## config.mk

```make
export PLATFORM = sky130hd
export DESIGN_NAME = art_eval
export DESIGN_NICKNAME = d
export VERILOG_FILES = /design/src/rtl/art_pkg.sv /design/src/rtl/art_eval.sv
export SDC_FILE = /design/constraint.sdc
export NUM_CORES = 1
export LEC_CHECK = 0
export BUFFER_PORTS_ARGS = -buffer_cell sky130_fd_sc_hd__buf_2
export CORE_AREA = 10 10 360 362
export DETAILED_ROUTE_END_ITERATION = 10
export DIE_AREA = 0 0 370 372
export GPL_TIMING_DRIVEN = 1
export SLEW_MARGIN = 20
export SYNTH_ARGS = -nofsm -noshare
export SYNTH_HDL_FRONTEND = slang
export SYNTH_SLANG_ARGS = --single-unit
```

## constraint.sdc

```tcl
create_clock -name vclk -period 6.7
set_clock_uncertainty 0.2 [all_clocks]
set_input_delay 1.005 -clock vclk [all_inputs]
set_output_delay 1.005 -clock vclk [all_outputs]
set_load 0.01 [all_outputs]
```

## src/rtl/art_pkg.sv

```systemverilog
package art_pkg;

    localparam int NUM_ANTENNAS_DEF = 64;
    localparam int TIMEOUT_W        = 28;

    localparam logic [2:0] MODE_TICK  = 3'd0;
    localparam logic [2:0] MODE_REPLY = 3'd1;
    localparam logic [2:0] MODE_DELAY = 3'd2;
    localparam logic [2:0] MODE_ROT   = 3'd3;
    localparam logic [2:0] MODE_BOTH  = 3'd4;
    localparam logic [2:0] MODE_READ  = 3'd5;

    localparam logic [2:0] ST_UNINIT = 3'd0;
    localparam logic [2:0] ST_DELAY  = 3'd1;
    localparam logic [2:0] ST_ROT    = 3'd2;
    localparam logic [2:0] ST_BOTH   = 3'd3;
    localparam logic [2:0] ST_SETTLE = 3'd4;
    localparam logic [2:0] ST_VALID  = 3'd5;

    localparam logic [7:0]  WAIT_RESET  = 8'd5;
    localparam logic [19:0] CYCLE_RESET = 20'd5000;

    localparam logic REG_WAIT  = 1'b0;
    localparam logic REG_CYCLE = 1'b1;

    typedef struct packed {
        logic [2:0]         mode;
        logic [5:0]         antenna;
        logic [47:0]        time_now;
        logic [31:0]        reply_id;
        logic               has_apply_lo;
        logic               has_apply_hi;
        logic [31:0]        apply_lo;
        logic [31:0]        apply_hi;
        logic signed [31:0] delay;
        logic signed [31:0] rot_rate;
        logic signed [31:0] rot_slope;
        logic signed [31:0] rot_offset;
    } t_in;

    typedef struct packed {
        logic [5:0]         antenna_out;
        logic [2:0]         status;
        logic [31:0]        issued_id;
        logic signed [31:0] req_delay;
        logic signed [31:0] req_rate;
        logic signed [31:0] req_slope;
        logic signed [31:0] req_offset;
        logic [63:0]        apply_time;
        logic               matched;
        logic               bat_incomplete;
        logic [6:0]         unflag_count;
    } t_out;

    // one antenna entry of the record store
    typedef struct packed {
        logic [2:0]         status;
        logic [31:0]        tag;
        logic [47:0]        settle;
        logic signed [31:0] delay;
        logic signed [31:0] rate;
        logic signed [31:0] slope;
        logic signed [31:0] offset;
        logic [63:0]        bat;
    } t_rec;

    localparam t_rec REC_RESET = '{
        status: ST_UNINIT, tag: 32'd0, settle: 48'd0,
        delay: -32'sd1, rate: -32'sd1, slope: -32'sd1, offset: -32'sd1,
        bat: 64'd0};

endpackage

```

## src/rtl/art_eval.sv

```systemverilog
module art_eval (
    input  art_pkg::t_in                       i_item,
    input  art_pkg::t_rec                      i_rec,
    input  logic                               i_pend,
    input  logic [7:0]                         i_wait,
    input  logic [art_pkg::TIMEOUT_W-1:0]      i_timeout,
    input  logic [47:0]                        i_latest,
    input  logic [31:0]                        i_msg,
    output logic                               o_hit,
    output logic                               o_we,
    output art_pkg::t_rec                      o_rec,
    output logic                               o_pend
);

    logic [48:0] diff;

    always_comb begin
        diff   = {1'b0, i_item.time_now} - {1'b0, i_rec.settle};
        o_rec  = i_rec;
        o_pend = i_pend;
        o_hit  = 1'b0;
        o_we   = 1'b0;
        case (i_item.mode)
            art_pkg::MODE_TICK: begin
                // borrow set means time_now is before the settle start
                if (i_rec.status == art_pkg::ST_SETTLE && !diff[48] &&
                    diff[47:0] >= 48'(i_timeout)) begin
                    o_hit        = 1'b1;
                    o_we         = 1'b1;
                    o_rec.status = art_pkg::ST_VALID;
                end
            end
            art_pkg::MODE_REPLY: begin
                if (i_pend && i_rec.tag == i_item.reply_id) begin
                    o_hit  = 1'b1;
                    o_we   = 1'b1;
                    o_pend = 1'b0;
                    if (i_item.has_apply_lo && i_item.has_apply_hi) begin
                        o_rec.bat = {i_item.apply_hi, i_item.apply_lo};
                    end
                    if (i_wait != 8'd0) begin
                        o_rec.status = art_pkg::ST_SETTLE;
                        o_rec.settle = i_latest;
                    end else begin
                        o_rec.status = art_pkg::ST_VALID;
                    end
                end
            end
            art_pkg::MODE_DELAY: begin
                o_hit        = 1'b1;
                o_we         = 1'b1;
                o_pend       = 1'b1;
                o_rec.tag    = i_msg;
                o_rec.delay  = i_item.delay;
                o_rec.status = art_pkg::ST_DELAY;
            end
            art_pkg::MODE_ROT: begin
                o_hit        = 1'b1;
                o_we         = 1'b1;
                o_pend       = 1'b1;
                o_rec.tag    = i_msg;
                o_rec.rate   = i_item.rot_rate;
                o_rec.slope  = i_item.rot_slope;
                o_rec.offset = i_item.rot_offset;
                o_rec.status = art_pkg::ST_ROT;
            end
            art_pkg::MODE_BOTH: begin
                o_hit        = 1'b1;
                o_we         = 1'b1;
                o_pend       = 1'b1;
                o_rec.tag    = i_msg;
                o_rec.delay  = i_item.delay;
                o_rec.rate   = i_item.rot_rate;
                o_rec.slope  = i_item.rot_slope;
                o_rec.offset = i_item.rot_offset;
                o_rec.status = art_pkg::ST_BOTH;
            end
            art_pkg::MODE_READ: begin
                o_hit = 1'b1;
            end
            default: begin
                o_hit = 1'b0;
            end
        endcase
    end

endmodule

```

==> results of run 1 <==
[cell families after synthesis]
| family | after synthesis | share of synthesized area |
|---|---|---|
| AOI/OAI and AO/OA | 242 | 0.2076 |
| xor gates and xnor gates | 66 | 0.07765 |
| adders and majority gates | 77 | 0.1304 |
| buffers and inverters | 134 | 0.06891 |
| muxes | 230 | 0.3471 |
| and+or+nand+nor | 262 | 0.1684 |
[cells in the final DEF, fill, tap and decap left out, types with 8 or more instances in the layout]
cell type	count
buf_2	943
mux2_2	225
nand2_1	102
buf_4	102
inv_1	84
o21ai_0	79
ha_1	69
a21oi_1	63
nor2_1	48
xor2_1	48
diode_2	35
nand4_1	25
a21o_1	17
xnor2_1	17
nor4_1	14
nor3_1	11
nand3_1	11
o21a_1	9
a211oi_1	8
[layer usage]
metal	up-vias	share of wire	track usage
met5	-	0.0091	0.01188
met4	142	0.031	0.02836
met3	376	0.14	0.1014
met2	942	0.49	0.3050
met1	6094	0.34	0.1748
li1	5739	-	-
[power breakdown]
| part | switching [mW] | internal [mW] |
|---|---|---|
| Clock | 0 | 0.000000695 |
| Combinational | 0.799 | 0.561 |
| Sequential | 0 | 0 |
[layout make-up]
class,count,area share
Inverter,88,0.02191
Antenna cell,35,0.005766
Timing Repair Buffer,1049,0.3652
Tap cell,1637,0.1348
Multi-Input combinational cell,877,0.4722
[repair_timing]
| action | in CTS | in global routing |
|---|---|---|
| resized for setup | 28 | 13 |
| hold buffers | 0 | 0 |
| pin swaps | 7 | 7 |
| buffers inserted | 6 | 3 |
| setup endpoints to repair | 3 | 3 |
| gates cloned | 0 | 0 |
[synth_stat cells, types with 3 or more instances]
| cell | count |
|---|---|
| buf_1 | 3 |
| o21a_1 | 9 |
| mux2i_1 | 5 |
| o21ai_0 | 82 |
| ha_1 | 76 |
| nand2b_1 | 4 |
| nand2_1 | 103 |
| o31ai_1 | 3 |
| nand3_1 | 12 |
| inv_1 | 88 |
| nor3_1 | 12 |
| or3_1 | 6 |
| clkbuf_1 | 40 |
| a21boi_0 | 3 |
| nor4_1 | 15 |
| a31oi_1 | 7 |
| nor2b_1 | 6 |
| a221oi_1 | 5 |
| nand4_1 | 25 |
| xnor2_1 | 18 |
| a21oi_1 | 66 |
| a21o_1 | 17 |
| xor2_1 | 48 |
| o211ai_1 | 7 |
| and2_1 | 4 |
| o21bai_1 | 7 |
| and3_1 | 7 |
| nor2_1 | 53 |
| a211oi_1 | 9 |
| mux2_2 | 225 |
| o221ai_1 | 3 |
[worst max-delay path: cells and delay by family]
family	cells	cell delay, ns
adder cells (fa/ha/maj)	3	0.71
XOR/XNOR	1	0.09
AO/OA/AOI/OAI	8	1.51
buffers and inverters	6	0.70
AND/OR/NAND/NOR	8	1.66
[path summary, 6_finish.rpt]
kind	from	to	slack, ns	cells after the start
setup / recovery	i_item[226]	o_rec[272]	-0.21	26
hold / removal	i_latest[23]	o_rec[215]	2.10	4
[metrics by stage]
step / setup WS (ns) / setup TNS (ns)
after floorplan: 0.3544 / 0
after global placement: -0.4864 / -1.383
after detailed placement: -0.4631 / -1.335
after CTS: -0.1981 / -0.5387
after global routing: -0.5213 / -1.491
final: -0.2090 / -0.5666
==> flow_summary.yaml, run 1 <==
worst_setup_path:
  arrival_ns: 5.70
  critPathMaxFanout: 3
  cpPeakStageDelay_ns: 0.48
  worstSetupPathType: "primary input to primary output"
  critPathRequiredTime_ns: 5.49
  startpoint_type: "primary input"
  critical-path-slowest-cell: "or4_4"
  end_kind: "primary output"
floorplan:
  die_area_um2: 137600
  initial_core_util: 0.06069
  die_h_um: 372
  io_pins: 953
  rows: 129
  core-area_um2: 122700
  dieWidth_um: 370
synth:
  synth_cells: 1011
  synth_area_leaders: "mux2_2, ha_1, xor2_1"
  avgSynthCellArea_um2: 7.364
  synth_area_leader_cell: "mux2_2"
  syn_nets: 1763
  synth_top_area_share: 0.3403
  ys_warn_count: 0
  netlist_area_um2: 7445
  yosysSeqAreaShare: 0
  synth_cell_types: 63
finish:
  final_area_um2: 15190
  instances_no_fill: 3686
  clock_buffers: 0
  syn2layout_area_growth_pct: 104.0
  fillers: 14470
  seq_cells: 0
  multi_input_area_um2: 7173
  nets: 2768
  utilization: 0.1238
  drive_above_1_share: 0.6564
  seqCellArea_um2: 0
sta:
  final.min_clock_period_ns: 6.909
  fmaxAchievable_mhz: 144.7
  hold_viol: 0
  fin_worst_hold_slack_ns: 2.099
  grt_setup_unrepaired: "yes"
  finalSetupViolCount: 3
  drv_slew: 0
  finalCritPeriodShare: 1.031
  worstMarginPinSlew_ns: 0.7476
  fin_ws_ns: -0.2090
  max_slew_margin: 0.5016
global_route:
  grt_pass1_wl_um: 150700
  grt_pass1_vias: 12340
  grt_antenna_before_repair: 193
  grt_usage: 0.1721
  gr-total-overflow: 0
  grt_max_degree: 96
power_and_ir_drop:
  ir_worst_vdd_mv: 0.04887
  leakage_nw: 7.306
  power_mw: 1.360
  power.density_nw_per_um2: 89.56
routing:
  drt-initial-drc-count: 859
  antenna_left: 0
  firstDrtPassIters: 7
  routed_wl_um: 128200
  vias_per_cell: 3.606
  wl_per_cell_um: 34.79
  drc_errors: 0
  via_count: 13290
place:
  placed_area_um2: 14820
  dp_cells: 3643
  gp_congestion: 1.059
  portBuffers: 947
  hpwl_um: 121700
job:
  cap_violations: 0
status:
  status: "finished with violations"
  violations: "negative setup slack"
hold_path:
  hp-class: "primary input to primary output"
(Power assumes the default switching activity.)
==> run 2, diff against run 1 <==
Settings changed: ABC_AREA set to 1, CAP_MARGIN set to 10, CORE_AREA 10 10 360 362 to 10 10 362 364, DIE_AREA 0 0 370 372 to 0 0 372 374.
==> run 2 against run 1 <==
Effect of this change: the flow now finishes without violations; power rose by 4.3%; sequential cell count is the same; synthesized cell count is 87% higher; critical path depth grew 1; worst setup slack gained 1.1 ns; sequential share of layout area unchanged; core utilization grew 0.069 points; hold slack got worse by 0.012 ns; critical endpoint is now o_we; largest cell class unchanged; highest routed layer unchanged.
==> flow_summary.yaml, run 2 <==
status:
  status: "complete, no violations"
sta:
  max_slew_margin: 0.4147
  grt_setup_unrepaired: "no"
  fmaxAchievable_mhz: 172.6
  finalSetupViolCount: 0
  hold_viol: 0
  final.min_clock_period_ns: 5.793
  setup_tns_ns: 0
  drv_slew: 0
  worstMarginPinSlew_ns: 0.8770
  finalCritPeriodShare: 0.8647
  fin_ws_ns: 0.9066
floorplan:
  rows: 129
  initial_core_util: 0.07050
  io_pins: 953
  core-area_um2: 123300
  die_h_um: 374
  dieWidth_um: 372
  die_area_um2: 139100
global_route:
  grt_max_degree: 87
  grt_usage: 0.1916
  gr-total-overflow: 0
  grt_pass1_wl_um: 170600
  grt_antenna_before_repair: 172
  grt_pass1_vias: 14870
synth:
  synth_area_leaders: "nand2_1, inv_1, ha_1"
  avgSynthCellArea_um2: 4.590
  synth_common_cells: "nand2_1, inv_1, nor2_1"
  synth_area_leader_cell: "nand2_1"
  synth.most_common_cell: "nand2_1"
  yosysSeqAreaShare: 0
  netlist_area_um2: 8693
  synth_top_area_share: 0.3856
  synth_cells: 1894
  syn_nets: 2646
  ys_warn_count: 0
  synth_cell_types: 35
worst_setup_path:
  worstSetupPathType: "primary input to primary output"
  critPathMaxFanout: 4
  critPathRequiredTime_ns: 5.49
  startpoint_type: "primary input"
  arrival_ns: 4.59
  end_kind: "primary output"
routing:
  wl_per_cell_um: 31.91
  vias_per_cell: 3.566
  firstDrtPassIters: 7
  antenna_left: 0
  drt-initial-drc-count: 1283
  via_count: 15870
  drc_errors: 0
  routed_wl_um: 142000
clocking:
  cts.hold.buffers_added: 0
  cts_resized: 0
  post_cts_buffers: 0
finish:
  fillers: 14970
  seq_cells: 0
  most-common-layout-cells: "buf_2, nand2_1, inv_1, nor2_1, a21oi_1"
  seqCellArea_um2: 0
  nets: 3550
  syn2layout_area_growth_pct: 76.63
  utilization: 0.1245
  clock_buffers: 0
  final_common_cell: "buf_2"
  drive_above_1_share: 0.3602
place:
  hpwl_um: 135500
  place_ws_ns: 0.8902
  portBuffers: 947
  gp_congestion: 0.9894
power_and_ir_drop:
  power_mw: 1.419
  ir_worst_vdd_mv: 0.03255
  power.density_nw_per_um2: 92.43
  leakage_nw: 9.560
job:
  cap_violations: 0
hold_path:
  hold_end: "o_rec[264]"
  worstHoldStart: "i_msg[24]"
  whs_path_depth: 4
  hp-class: "primary input to primary output"
==> run 2: cell types whose count changed after synthesis, moves of 10 or more <==
cell	before	now
a21o_1	17	2
nand2_1	103	893
inv_1	88	314
o21ai_0	82	72
nand2_2	0	11
nor2_1	53	150
or2_2	2	13
o21ai_1	0	26
mux2_2	225	0
nand3_1	12	62
a21oi_1	66	102
xor2_1	48	21
nand4_1	25	10
==> run 2: layout make-up <==
class	count	area, um^2	area share
multi-input cells	1517	7216	0.4699
diodes	18	45.04	0.002934
well taps	1637	2048	0.1334
inverters	320	1204	0.07839
repair buffers	959	4842	0.3154
==> run 2: power breakdown <==
group / total (mW) / switching [mW] / internal, mW
combinational: 1.42 / 0.957 / 0.462
sequential: 0 / 0 / 0
clock: 0.000000384 / 0 / 0.000000384
==> run 2: worst max-delay path by stage <==
stage           startpoint  depth (start not counted)          to
2_1_floorplan  i_item[226]                         25  o_rec[272]
3_3_place_gp   i_item[226]                         27        o_we
3_5_place_dp   i_item[226]                         27        o_we
4_1_cts        i_item[226]                         27        o_we
5_1_grt        i_item[226]                         26  o_rec[272]
6_report       i_item[226]                         27        o_we
==> run 2: cell families (layout without fill, tap and decap cells) <==
| logic type | Yosys count | in the layout | share of synthesized area |
|---|---|---|---|
| AO/OA/AOI/OAI | 222 | 222 | 0.1346 |
| XOR/XNOR | 45 | 45 | 0.04534 |
| adder cells (fa/ha/maj) | 77 | 77 | 0.1117 |
| buffers and inverters | 377 | 1279 | 0.1726 |
| other | 0 | 18 | 0 |
| AND/OR/NAND/NOR | 1173 | 1173 | 0.5358 |
==> run 2: critical path, stage by stage <==
cell and delay [ns]:
buf_2 0.10, inv_1 0.05, ha_1 0.15, inv_1 0.16, fa_1 0.46, nand3_1 0.12
nor2_1 0.08, or2_2 0.30, xor2_1 0.23, ha_1 0.28, nand2_1 0.08, nor2_1 0.05
nor3_1 0.13, nand2_1 0.08, nand2_1 0.05, nand2_1 0.10, nand2_1 0.08, nand2_1 0.06
nand2_1 0.06, nand2_1 0.08, nand3_1 0.15, nand2_1 0.08, nor2_1 0.10, nand2_1 0.18
nand2_2 0.13, nand3_1 0.07, buf_2 0.18
==> run 2: per-stage QoR <==
step	hold slack, ns	cells	instance area [um^2]
after floorplan	1.929	1894	8693
after global placement	2.087	4433	15310
after detailed placement	2.090	4433	15310
after CTS	2.091	4433	15310
after global routing	2.110	4441	15330
final	2.086	4451	15350
==> run 2: per-layer routing <==
layer  track usage  wire length, um  vias to the layer above
li1              -                -                     7577
met1        0.2371            58370                     7022
met2        0.3206            65530                      888
met3       0.08069            15900                      288
met4      0.009775             1612                       96
met5             0              617                        -
==> run 3, diff against run 2 <==
Settings changed: PLACE_DENSITY_LB_ADDON set to 0.12.
==> run 3 against run 2 <==
Effect of this change: combinational power is essentially flat; global-route usage fell by 0.35 points; final cell count about the same; hold slack better by 0.019 ns; maximum frequency is 0.63% higher; largest power group unchanged; count of clock-buffer cells in the layout did not move; critical endpoint unchanged; critical path type unchanged; wire length fell by 1.9%; sequential cell count unchanged; sequential share of layout area did not move; final area rose by 0.12%; critical path depth is 4 lower.
==> flow_summary.yaml, run 3 (synthesis results as in run 2) <==
worst_setup_path:
  path_common_cell: "nand3_1"
  arrival_ns: 4.55
  end_kind: "primary output"
  worstSetupPathType: "primary input to primary output"
  startpoint_type: "primary input"
  cpPeakStageDelay_ns: 0.43
  critical-path-slowest-cell: "fa_1"
  crit_chain: "buf_2, inv_1, ha_1, inv_1, fa_1, nand3_1, nand3_1, nand3_1, nand3b_1, a31oi_1, xnor2_1, ha_1, nand4_1, nor3_1, nand2_1, nand2_1, nand3_1, nand2_1, nor2_1, nand2_1, nand2_2, nand3_1, buf_2"
  critPathRequiredTime_ns: 5.49
  critPathMaxFanout: 4
sta:
  final.min_clock_period_ns: 5.757
  hold_viol: 0
  fin_worst_hold_slack_ns: 2.106
  finalSetupViolCount: 0
  grt_setup_unrepaired: "no"
  fin_ws_ns: 0.9426
  max_slew_margin: 0.2346
  fmaxAchievable_mhz: 173.7
  drv_slew: 0
  setup_tns_ns: 0
  worstMarginPinSlew_ns: 1.136
  finalCritPeriodShare: 0.8593
power_and_ir_drop:
  leakage_nw: 9.574
  power.density_nw_per_um2: 93.52
  ir_worst_vdd_mv: 0.02000
global_route:
  grt_usage: 0.1881
  grt_pass1_vias: 14890
  grt_max_degree: 119
  grt_antenna_before_repair: 147
  gr-total-overflow: 0
  grt_pass1_wl_um: 169100
routing:
  drc_errors: 0
  via_count: 15540
  routed_wl_um: 139400
  wl_per_cell_um: 31.32
  vias_per_cell: 3.491
  drt-initial-drc-count: 991
  antenna_left: 0
  firstDrtPassIters: 7
finish:
  drive_above_1_share: 0.3610
  instances_no_fill: 4450
  seq_cells: 0
  final_common_cell: "buf_2"
  nets: 3552
  seqCellArea_um2: 0
  final_area_um2: 15370
  clock_buffers: 0
  most-common-layout-cells: "buf_2, nand2_1, inv_1, nor2_1, a21oi_1"
  syn2layout_area_growth_pct: 76.84
job:
  cap_violations: 0
place:
  hpwl_um: 133200
  dp_cells: 4435
  gp_congestion: 1.002
  portBuffers: 947
  place_ws_ns: 0.8536
  placed_area_um2: 15340
clocking:
  post_cts_buffers: 0
  cts_resized: 0
  cts.hold.buffers_added: 0
floorplan:
  io_pins: 953
  dieWidth_um: 372
  core-area_um2: 123300
  rows: 129
  die_h_um: 374
  initial_core_util: 0.07050
  die_area_um2: 139100
status:
  status: "complete, no violations"
hold_path:
  hp-class: "primary input to primary output"
-- run 3: changes by cell type in the layout (fill, tap and decap cells not counted), sizes merged --
cell and change:
clkinv +1, diode -3, inv -1, buf +2
-- run 3: power by group --
| part | internal [mW] | total, mW | switching (mW) | leakage, nW |
|---|---|---|---|---|
| clock network | 0.000000132 | 0.000000132 | 0 | 0.0000974 |
| registers | 0 | 0 | 0 | 0 |
| logic | 0.462 | 1.44 | 0.976 | 9.57 |
-- run 3: final cells by class --
| class | count | area [um^2] |
|---|---|---|
| antenna | 15 | 37.54 |
| fill | 15080 | 107900 |
| inverter | 320 | 1202 |
| multi-input combinational | 1517 | 7216 |
| tap | 1637 | 2048 |
| timing repair buffer | 961 | 4870 |
-- run 3: worst paths after layout --
check	to	from	depth (start not counted)	slack [ns]
worst max-delay path	o_we	i_item[226]	23	0.94
worst min-delay path	o_rec[263]	i_msg[23]	4	2.11
-- run 3: critical path: cells and delay by family --
kind	cells	cell delay, ns
and+or+nand+nor	14	1.79
adders and majority gates	3	0.85
buffers and inverters	4	0.46
AOI/OAI and AO/OA	1	0.33
xor gates and xnor gates	1	0.10
-- run 3: routing by layer --
metal,vias up,wire (um),share of wire,track usage
li1,7580,-,-,-
met2,754,67510,0.48,0.3316
met3,264,12960,0.093,0.06673
met5,-,637,0.0046,0
met1,6839,56950,0.41,0.2284
met4,100,1321,0.0095,0.004627
-- run 3: through the flow --
step                      power, mW  utilization
after global routing          1.571       0.1245
after detailed placement      1.473       0.1244
after floorplan              0.5964            -
final                         1.438       0.1247
after CTS                     1.477       0.1244
after global placement        1.474       0.1244
